## src/rtl/core/assert_macros.svh

```systemverilog
// Assertion macros shared by the RTL in this folder.
// No dependencies; include by bare file name.
`ifndef ASSERT_MACROS_SVH
`define ASSERT_MACROS_SVH

// Checked on every rising clock edge while reset is low.
`define ASSERT_CLK_RST(label, clk, rst, prop, msg) \
   label: assert property (@(posedge clk) disable iff (rst) (prop)) else $error(msg);

// Checked on every rising clock edge, reset included.
`define ASSERT_CLK(label, clk, prop, msg) \
   label: assert property (@(posedge clk) (prop)) else $error(msg);

`endif

```

## src/rtl/core/gsds_pkg.sv

```systemverilog
// Shared types and constants for the GPS speed display smoother.
// No dependencies; imported by gsds_kmh_conv and gps_speed_display_smoother.
`timescale 1ns / 1ps

package gsds_pkg;

   localparam int unsigned SPEED_W    = 22;
   localparam int unsigned KMH_W      = 8;
   localparam int unsigned OP_W       = 2;
   localparam int unsigned KIND_W     = 2;
   localparam int unsigned DASH_W     = 2;
   localparam int unsigned BRIGHT_W   = 3;
   localparam int unsigned BCODE_W    = 4;
   localparam int unsigned HOLD_W     = 4;
   localparam int unsigned NOFIX_W    = 4;
   localparam int unsigned DIDX_W     = 3;
   localparam int unsigned CSR_IDX_W  = 2;
   localparam int unsigned CSR_DATA_W = 8;

   // km/h = mm/s * 9 / 2500
   localparam int unsigned SCALED_W    = SPEED_W + 4;
   localparam int unsigned KMH_STEP    = 2500;
   localparam int unsigned SAT_SCALED  = 255 * KMH_STEP;
   // below saturation the scaled speed fits 20 bits
   localparam int unsigned QUOT_IN_W   = 20;
   // ceil(2^32 / 2500): exact floor division for inputs below 2^20
   localparam int unsigned RECIP_SHIFT = 32;
   localparam longint unsigned RECIP   = 64'd1717987;
   localparam int unsigned RECIP_W     = 21;
   localparam int unsigned PROD_W      = QUOT_IN_W + RECIP_W;

   localparam logic [OP_W-1:0] OP_GPS    = 2'd0;
   localparam logic [OP_W-1:0] OP_POWER  = 2'd1;
   localparam logic [OP_W-1:0] OP_BRIGHT = 2'd2;

   typedef enum logic [KIND_W-1:0] {
      KIND_NONE   = 2'd0,
      KIND_NUMBER = 2'd1,
      KIND_DASH   = 2'd2
   } update_kind_type;

   localparam logic [CSR_IDX_W-1:0] CSR_STOP_THRESHOLD = 2'd0;
   localparam logic [CSR_IDX_W-1:0] CSR_HOLD_LIMIT     = 2'd1;
   localparam logic [CSR_IDX_W-1:0] CSR_NOFIX_INTERVAL = 2'd2;
   localparam logic [CSR_IDX_W-1:0] CSR_DASH_POSITIONS = 2'd3;

   localparam logic [BCODE_W-1:0] BRIGHT_OFF  = 4'd8;
   localparam logic [BCODE_W-1:0] BRIGHT_FULL = 4'd7;
   localparam logic [BCODE_W-1:0] BRIGHT_WRAP = 4'd6;

   localparam logic [KMH_W-1:0] KMH_MAX = 8'd255;

endpackage

```

## src/rtl/core/gps_speed_display_smoother.sv

```systemverilog
// GPS speed display smoother. One display command comes out for every beat in:
// a GPS message, an on/off press or a brightness press. The block takes a beat
// every cycle while the result side is not stalled; each beat's result passes
// through the input register, speed conversion register and result register.
// A stalled result stalls the whole pipe, so req_stall follows rsp_stall while a
// result is waiting. Configuration registers are written through the csr_ port
// and take effect on the next beat.
// Depends on gsds_pkg, gsds_kmh_conv and assert_macros.svh.
`timescale 1ns / 1ps
`include "assert_macros.svh"

module gps_speed_display_smoother import gsds_pkg::*; (
   input  logic                  clock,
   input  logic                  reset,

   input  logic                  req_valid,
   output logic                  req_stall,
   input  logic [OP_W-1:0]       req_op,
   input  logic                  req_fix_valid,
   input  logic [SPEED_W-1:0]    req_ground_speed_mm_s,

   output logic                  rsp_valid,
   input  logic                  rsp_stall,
   output logic [KIND_W-1:0]     rsp_update_kind,
   output logic [KMH_W-1:0]      rsp_shown_number,
   output logic [DASH_W-1:0]     rsp_dash_position,
   output logic [BRIGHT_W-1:0]   rsp_brightness_level,
   output logic                  rsp_display_on,

   input  logic                  csr_we,
   input  logic [CSR_IDX_W-1:0]  csr_index,
   input  logic [CSR_DATA_W-1:0] csr_wdata
);

   // configuration
   logic [KMH_W-1:0]   stop_threshold_ff;
   logic [HOLD_W-1:0]  hold_limit_ff;
   logic [NOFIX_W-1:0] nofix_interval_ff;
   logic [DIDX_W-1:0]  dash_positions_ff;

   // pipe control
   logic advance;
   logic a_valid_ff;
   logic b_valid_ff;
   logic rsp_valid_ff;

   // stage A: input register
   logic [OP_W-1:0]    a_op_ff;
   logic               a_fix_ff;
   logic [SPEED_W-1:0] a_speed_ff;
   logic [KMH_W-1:0]   a_kmh;

   // stage B: converted speed
   logic [OP_W-1:0]    b_op_ff;
   logic               b_fix_ff;
   logic [KMH_W-1:0]   b_kmh_ff;

   // display state
   logic [KMH_W-1:0]   last_speed_ff,  last_speed_in;
   logic [HOLD_W-1:0]  hold_count_ff,  hold_count_in;
   logic [KMH_W-1:0]   shown_speed_ff, shown_speed_in;
   logic [NOFIX_W-1:0] nofix_count_ff, nofix_count_in;
   logic [DIDX_W-1:0]  dash_index_ff,  dash_index_in;
   logic [BCODE_W-1:0] bright_code_ff, bright_code_in;

   // result
   update_kind_type    kind_in;
   logic [KMH_W-1:0]   number_in;
   logic [DASH_W-1:0]  pos_in;
   logic [DIDX_W-1:0]  dash_sel;
   logic               one_step;
   logic               release_hold;
   logic [KIND_W-1:0]  kind_ff;
   logic [KMH_W-1:0]   number_ff;
   logic [DASH_W-1:0]  pos_ff;
   logic [BCODE_W-1:0] rsp_code_ff;

   assign advance   = !rsp_valid_ff || !rsp_stall;
   assign req_stall = !advance;

   always_ff @(posedge clock) begin
      if (reset) begin
         stop_threshold_ff <= 8'd4;
         hold_limit_ff     <= 4'd10;
         nofix_interval_ff <= 4'd10;
         dash_positions_ff <= 3'd4;
      end else if (csr_we) begin
         unique case (csr_index)
            CSR_STOP_THRESHOLD: stop_threshold_ff <= csr_wdata;
            CSR_HOLD_LIMIT:     hold_limit_ff     <= csr_wdata[HOLD_W-1:0];
            CSR_NOFIX_INTERVAL: nofix_interval_ff <= csr_wdata[NOFIX_W-1:0];
            CSR_DASH_POSITIONS: dash_positions_ff <= csr_wdata[DIDX_W-1:0];
         endcase
      end
   end

   gsds_kmh_conv u_kmh_conv (
      .ground_speed   (a_speed_ff),
      .stop_threshold (stop_threshold_ff),
      .kmh            (a_kmh)
   );

   // speed smoothing and no-fix dash; only a change of exactly one is held
   assign one_step     = ({1'b0, last_speed_ff} + 9'd1 == {1'b0, b_kmh_ff}) ||
                         ({1'b0, b_kmh_ff} + 9'd1 == {1'b0, last_speed_ff});
   // hold_count > hold_limit - 2, signed, without the subtraction
   assign release_hold = ({2'b00, hold_count_ff} + 6'd2) > {2'b00, hold_limit_ff};
   assign dash_sel     = (dash_index_ff == dash_positions_ff) ? '0 : dash_index_ff;

   always_comb begin
      last_speed_in  = last_speed_ff;
      hold_count_in  = hold_count_ff;
      shown_speed_in = shown_speed_ff;
      nofix_count_in = nofix_count_ff;
      dash_index_in  = dash_index_ff;
      bright_code_in = bright_code_ff;
      kind_in        = KIND_NONE;
      number_in      = '0;
      pos_in         = '0;

      unique case (b_op_ff)
         OP_GPS: begin
            if (b_fix_ff) begin
               nofix_count_in = '0;
               dash_index_in  = '0;
               if (one_step && !release_hold) begin
                  hold_count_in  = hold_count_ff + HOLD_W'(1);
                  shown_speed_in = last_speed_ff;
               end else begin
                  hold_count_in  = '0;
                  last_speed_in  = b_kmh_ff;
                  shown_speed_in = b_kmh_ff;
               end
               kind_in   = KIND_NUMBER;
               number_in = shown_speed_in;
            end else if (nofix_count_ff == nofix_interval_ff) begin
               nofix_count_in = NOFIX_W'(1);
               kind_in        = KIND_DASH;
               pos_in         = dash_sel[DASH_W-1:0];
               dash_index_in  = dash_sel + DIDX_W'(1);
            end else begin
               nofix_count_in = nofix_count_ff + NOFIX_W'(1);
            end
         end
         OP_POWER: begin
            bright_code_in = (bright_code_ff == BRIGHT_OFF) ? BRIGHT_FULL : BRIGHT_OFF;
            kind_in        = KIND_NUMBER;
            number_in      = shown_speed_ff;
         end
         OP_BRIGHT: begin
            bright_code_in = (bright_code_ff >= BRIGHT_WRAP) ? '0
                                                             : bright_code_ff + BCODE_W'(1);
            kind_in        = KIND_NUMBER;
            number_in      = shown_speed_ff;
         end
         default: begin
         end
      endcase
   end

   always_ff @(posedge clock) begin
      if (reset) begin
         a_valid_ff     <= 1'b0;
         b_valid_ff     <= 1'b0;
         rsp_valid_ff   <= 1'b0;
         last_speed_ff  <= '0;
         hold_count_ff  <= '0;
         shown_speed_ff <= '0;
         nofix_count_ff <= '0;
         dash_index_ff  <= '0;
         bright_code_ff <= BRIGHT_FULL;
      end else if (advance) begin
         a_valid_ff   <= req_valid;
         b_valid_ff   <= a_valid_ff;
         rsp_valid_ff <= b_valid_ff;
         if (b_valid_ff) begin
            last_speed_ff  <= last_speed_in;
            hold_count_ff  <= hold_count_in;
            shown_speed_ff <= shown_speed_in;
            nofix_count_ff <= nofix_count_in;
            dash_index_ff  <= dash_index_in;
            bright_code_ff <= bright_code_in;
         end
      end
   end

   always_ff @(posedge clock) begin
      if (advance) begin
         a_op_ff     <= req_op;
         a_fix_ff    <= req_fix_valid;
         a_speed_ff  <= req_ground_speed_mm_s;
         b_op_ff     <= a_op_ff;
         b_fix_ff    <= a_fix_ff;
         b_kmh_ff    <= a_kmh;
         kind_ff     <= kind_in;
         number_ff   <= number_in;
         pos_ff      <= pos_in;
         rsp_code_ff <= bright_code_in;
      end
   end

   assign rsp_valid            = rsp_valid_ff;
   assign rsp_update_kind      = kind_ff;
   assign rsp_shown_number     = number_ff;
   assign rsp_dash_position    = pos_ff;
   assign rsp_brightness_level = (rsp_code_ff == BRIGHT_OFF) ? '0 : rsp_code_ff[BRIGHT_W-1:0];
   assign rsp_display_on       = (rsp_code_ff != BRIGHT_OFF);

   // a beat leaving stage B always lands in the result register
   `ASSERT_CLK_RST(a_stage_b_to_rsp, clock, reset, (b_valid_ff && advance) |=> rsp_valid_ff, "stage B beat lost")
   // the shown speed always tracks the smoothing reference
   `ASSERT_CLK_RST(a_shown_tracks_last, clock, reset, shown_speed_ff == last_speed_ff, "shown speed diverged from last speed")
   // a dash result restarts the no-fix counter
   `ASSERT_CLK_RST(a_dash_restarts_count, clock, reset, (rsp_valid_ff && kind_ff == KIND_DASH) |-> (nofix_count_ff == NOFIX_W'(1)), "no-fix counter not restarted")
   // brightness code stays within the off code
   `ASSERT_CLK_RST(a_bright_code_range, clock, reset, bright_code_ff <= BRIGHT_OFF, "brightness code out of range")

endmodule

```

## src/rtl/core/gsds_kmh_conv.sv

```systemverilog
// Ground speed (mm/s) to displayed km/h with stop threshold and saturation.
// Depends on gsds_pkg.
`timescale 1ns / 1ps

module gsds_kmh_conv import gsds_pkg::*; (
   input  logic [SPEED_W-1:0] ground_speed,
   input  logic [KMH_W-1:0]   stop_threshold,
   output logic [KMH_W-1:0]   kmh
);

   logic [SCALED_W-1:0]  scaled;
   logic [SCALED_W-1:0]  stop_limit;
   logic [QUOT_IN_W-1:0] scaled_lo;
   logic [PROD_W-1:0]    product;
   logic [KMH_W-1:0]     quotient;

   assign scaled     = {1'b0, ground_speed, 3'b000} + {4'b0000, ground_speed};
   assign stop_limit = SCALED_W'(stop_threshold) * SCALED_W'(KMH_STEP);
   assign scaled_lo  = scaled[QUOT_IN_W-1:0];
   // floor(scaled / 2500) by reciprocal; only used below saturation
   assign product    = PROD_W'(scaled_lo) * PROD_W'(RECIP);
   assign quotient   = product[RECIP_SHIFT +: KMH_W];

   always_comb begin
      priority if (scaled < stop_limit) begin
         kmh = '0;
      end else if (scaled >= SCALED_W'(SAT_SCALED)) begin
         kmh = KMH_MAX;
      end else begin
         kmh = quotient + KMH_W'(1);
      end
   end

endmodule
```

## config.mk

```make
export PLATFORM = sky130hd
export DESIGN_NAME = gps_speed_display_smoother
export DESIGN_NICKNAME = d
export VERILOG_FILES = /design/src/rtl/core/gsds_pkg.sv /design/src/rtl/core/gps_speed_display_smoother.sv /design/src/rtl/core/gsds_kmh_conv.sv
export VERILOG_INCLUDE_DIRS = /design/src /design/src/rtl/core
export SDC_FILE = /design/constraint.sdc
export NUM_CORES = 1
export LEC_CHECK = 0
export BUFFER_PORTS_ARGS = -buffer_cell sky130_fd_sc_hd__buf_2
export CAP_MARGIN = 25
export CORE_MARGIN = 1.5
export CORE_UTILIZATION = 60
export CTS_BUF_LIST = sky130_fd_sc_hd__clkbuf_8
export CTS_CLUSTER_DIAMETER = 200
export DETAILED_ROUTE_END_ITERATION = 10
export GPL_TIMING_DRIVEN = 0
export MAX_ROUTING_LAYER = met4
export PLACE_DENSITY = 0.78
export SETUP_SLACK_MARGIN = 0.4
export SLEW_MARGIN = 20
export SYNTH_ARGS = -nofsm -noshare
export SYNTH_HDL_FRONTEND = slang
export SYNTH_SLANG_ARGS = --single-unit
```

## constraint.sdc

```tcl
create_clock -name clock -period 19.4 [get_ports clock]
set_input_delay 1.94 -clock clock [delete_from_list [all_inputs] [get_ports clock]]
set_output_delay 1.94 -clock clock [all_outputs]
set_load 0.02 [all_outputs]
```

==> flow_summary.toml <==
[status]
status = "completed"

[timing]
setup-violations-final = 0
timing.final.crit_share_pct = 51.3
clock_tree_skew_after_final_layout_ns = 0.0169
crit_path_time_final_ns = 9.96
report.final.hold_viol_count = 0
achievable_frequency_mhz = 100
setup_repair_after_global_routing_missed_its_margin = "false"
worstMarginPinSlew_ns = 1.02
timing.max_slew.rel_slack_pct = 31.5
final-max-slew-violation-count = 0
finalSetupTns_ns = 0

[yosys]
netlist_area_mm2 = 0.0146
synth_enable_flop_cells = 52
synth_area_leaders = "sky130_fd_sc_hd__ha_1 24%, sky130_fd_sc_hd__fa_1 23%, sky130_fd_sc_hd__edfxtp_1 11%"
yosys_most_used_dff = "sky130_fd_sc_hd__edfxtp_1"
async_flop_share_pct = 0
synth_top_cell_by_area = "sky130_fd_sc_hd__ha_1"
synthesis.instances = 1486
count_of_warnings_emitted_by_yosys = 0
synth_area_per_cell_um2 = 9.79
postSynthNetCount = 1979
synth.lib_cells_used.distinct = 79
yosys_register_bits = 97
synth-seq-area-share_pct = 16.9
synth_top_area_share_pct = 24.4

[die]
fp.coreArea_mm2 = 0.0236
total_die_area_mm2 = 0.0252
die_height_um = 159
fp-row-count = 56
floorplan.initialDensity_pct = 61.6
die_w_um = 159
io_pins = 58

[cts]
ctsHtreeMaxLevel = 3
cts_hold_buffers = 0
cts_tree = "built"
clk_pin_slew_worst_paths_ns = 0.10
ctsRootBufferMaster = "sky130_fd_sc_hd__clkbuf_8"
clock-sinks = 97
postCtsSetupRepairBufs = 0
cts_buffers = 9
insertion_delay_ns = 0.38
clockBufferDepth = 2
cts.repair.resized = 0

[cells_and_area]
area_delta_synth_final_pct = 6.24
filler_cell_count = 1845
number_of_antenna_diodes = 0
finish.net_count = 2049
finalNonFillerCells = 1880
layout-drive-gt1-share_pct = 7.05

[global_route]
global_route_wire_length_before_repair_mm = 54.6
antenna_found_initial = 0
maximum_number_of_pins_on_one_net_before_global_route_repair = 35
first_global_vias = 10926
grt_overflow_total = 0
global_route.usage.total_pct = 27.8

[job]
maxCapViolations = 0

[placement]
io_buffer_count = 56
placed_instances = 1863
gp_congestion = 0.960
post-dp-hpwl_mm = 27.3

[worst_setup_path]
startpoint_to_endpoint_class_of_the_critical_path = "reg2reg"
crit_fanout = 9
rr_worst_depth = 29
max_stage_delay_ns = 0.66
required_ns = 19.49
cp-end-kind = "register"
worstSetupStartpointType = "register"
cp_data_arrival_time_ns = 10.05
slowest_stage_cell_crit_path = "sky130_fd_sc_hd__edfxtp_1"
timing.critical_path.mode_cell = "sky130_fd_sc_hd__fa_1"

[detailed_routing]
num_vias = 10460
firstDrtPassIters = 4
detail_route.vias_per_cell = 5.56
iter_0_drt_violations = 666
post_detailed_routing_wire_length_mm = 31.9
drc_errors = 0
avgRoutedWirePerCell_um = 17.0
antenna_left = 0

[min_path]
hold_path.class = "reg2reg"
hold_depth = 0
-- area by class of cell --
| cell class | count | area, um^2 | share of cell area, % |
|---|---|---|---|
| multi-input cells | 1034 | 10700 | 69.2 |
| flip-flops and latches | 97 | 2460 | 15.9 |
| repair buffers | 59 | 313 | 2.02 |
| inverters | 321 | 1200 | 7.79 |
| clock buffers | 9 | 124 | 0.801 |
| plain buffers | 34 | 194 | 1.25 |
| clock inverters | 7 | 61.3 | 0.396 |
| well taps | 319 | 399 | 2.58 |
-- cell families (layout without fill, tap and decap cells) --
family / count (synthesis) / in the layout / share of synthesized area [%]
xor gates and xnor gates: 67 / 67 / 4.03
buffers and inverters: 355 / 430 / 9.58
muxes: 24 / 24 / 1.68
DFF: 97 / 97 / 16.9
adders and majority gates: 453 / 453 / 47.7
and+or+nand+nor: 248 / 248 / 8.61
AOI/OAI and AO/OA: 242 / 242 / 11.5
-- cells in the mapped netlist (12+ instances only) --
cell type and instances:
sky130_fd_sc_hd__edfxtp_1 52, sky130_fd_sc_hd__fa_1 169, sky130_fd_sc_hd__clkbuf_1 20, sky130_fd_sc_hd__and3_1 15
sky130_fd_sc_hd__ha_1 284, sky130_fd_sc_hd__o21ai_0 28, sky130_fd_sc_hd__nor2_1 69, sky130_fd_sc_hd__dfxtp_1 45
sky130_fd_sc_hd__a21o_1 26, sky130_fd_sc_hd__nand3_1 18, sky130_fd_sc_hd__nand2_1 62, sky130_fd_sc_hd__o21bai_1 14
sky130_fd_sc_hd__nand4_1 15, sky130_fd_sc_hd__inv_1 321, sky130_fd_sc_hd__a21oi_1 69, sky130_fd_sc_hd__xnor2_1 46
sky130_fd_sc_hd__nand2b_1 12, sky130_fd_sc_hd__mux2i_1 21, sky130_fd_sc_hd__xor2_1 21
-- layer usage --
layer | share of wire, % | wire length, um | track usage, %
met3 | 4.4 | 1420 | 3.13
met1 | 46 | 14700 | 37.4
met2 | 47 | 15000 | 44.3
met4 | 2.3 | 742 | 8.05
met5 | 0 | 0 | -
-- cell usage in the layout, fill, tap and decap left out, types with 11 or more instances in the layout --
master,count
sky130_fd_sc_hd__a21oi_1,69
sky130_fd_sc_hd__nand2_1,62
sky130_fd_sc_hd__xor2_1,21
sky130_fd_sc_hd__nand4_1,15
sky130_fd_sc_hd__ha_1,284
sky130_fd_sc_hd__inv_1,321
sky130_fd_sc_hd__nand2b_1,12
sky130_fd_sc_hd__nor2_1,69
sky130_fd_sc_hd__edfxtp_1,52
sky130_fd_sc_hd__mux2i_1,21
sky130_fd_sc_hd__buf_2,61
sky130_fd_sc_hd__clkbuf_8,11
sky130_fd_sc_hd__o21bai_1,14
sky130_fd_sc_hd__xnor2_1,45
sky130_fd_sc_hd__dfxtp_1,45
sky130_fd_sc_hd__a21o_1,26
sky130_fd_sc_hd__o21ai_0,28
sky130_fd_sc_hd__fa_1,169
sky130_fd_sc_hd__nand3_1,18
sky130_fd_sc_hd__and3_1,15
sky130_fd_sc_hd__clkbuf_1,19
-- path summary, 6_finish.rpt --
path	slack, ns	endpoint	startpoint
worst min register to register	0.44	b_fix_ff	a_fix_ff
worst max register to register	9.44	b_kmh_ff[7]	a_speed_ff[0]
worst min-delay path	0.44	b_fix_ff	a_fix_ff
worst max-delay path	9.44	b_kmh_ff[7]	a_speed_ff[0]
-- flip-flops by register name, indices dropped and copies added (netlist names), 3 cells and up --
name,flops
a_speed_ff,22
b_kmh_ff,8
rsp_shown_number,8
shown_speed_ff,8
stop_threshold_ff,8
bright_code_ff,4
hold_count_ff,4
hold_limit_ff,4
nofix_count_ff,4
nofix_interval_ff,4
rsp_code_ff,4
dash_index_ff,3
dash_positions_ff,3
-- per-stage QoR --
step                utilization (%)  hold slack, ns  area (um^2)  setup WS, ns
finish                         65.5           0.441        15500          9.44
global route                   65.5           0.464        15500          8.91
CTS                            65.5           0.444        15500          9.51
detailed placement             64.7           0.409        15300          9.57
global placement               64.5           0.401        15200          9.63
floorplan                         -           0.400        14600         10.83
-- critical path: cells and delay by family, from the launching register on --
family          cells  cell delay, ns
simple gates        3            0.71
xor+xnor            2            0.80
compound gates     10            2.37
fa+ha+maj          10            4.42
flops               1            0.66
mux                 1            0.37
buf+inv             3            0.33
Power is not shown: default switching activity piles up to over one toggle a cycle in this logic, so the estimate is an artifact.
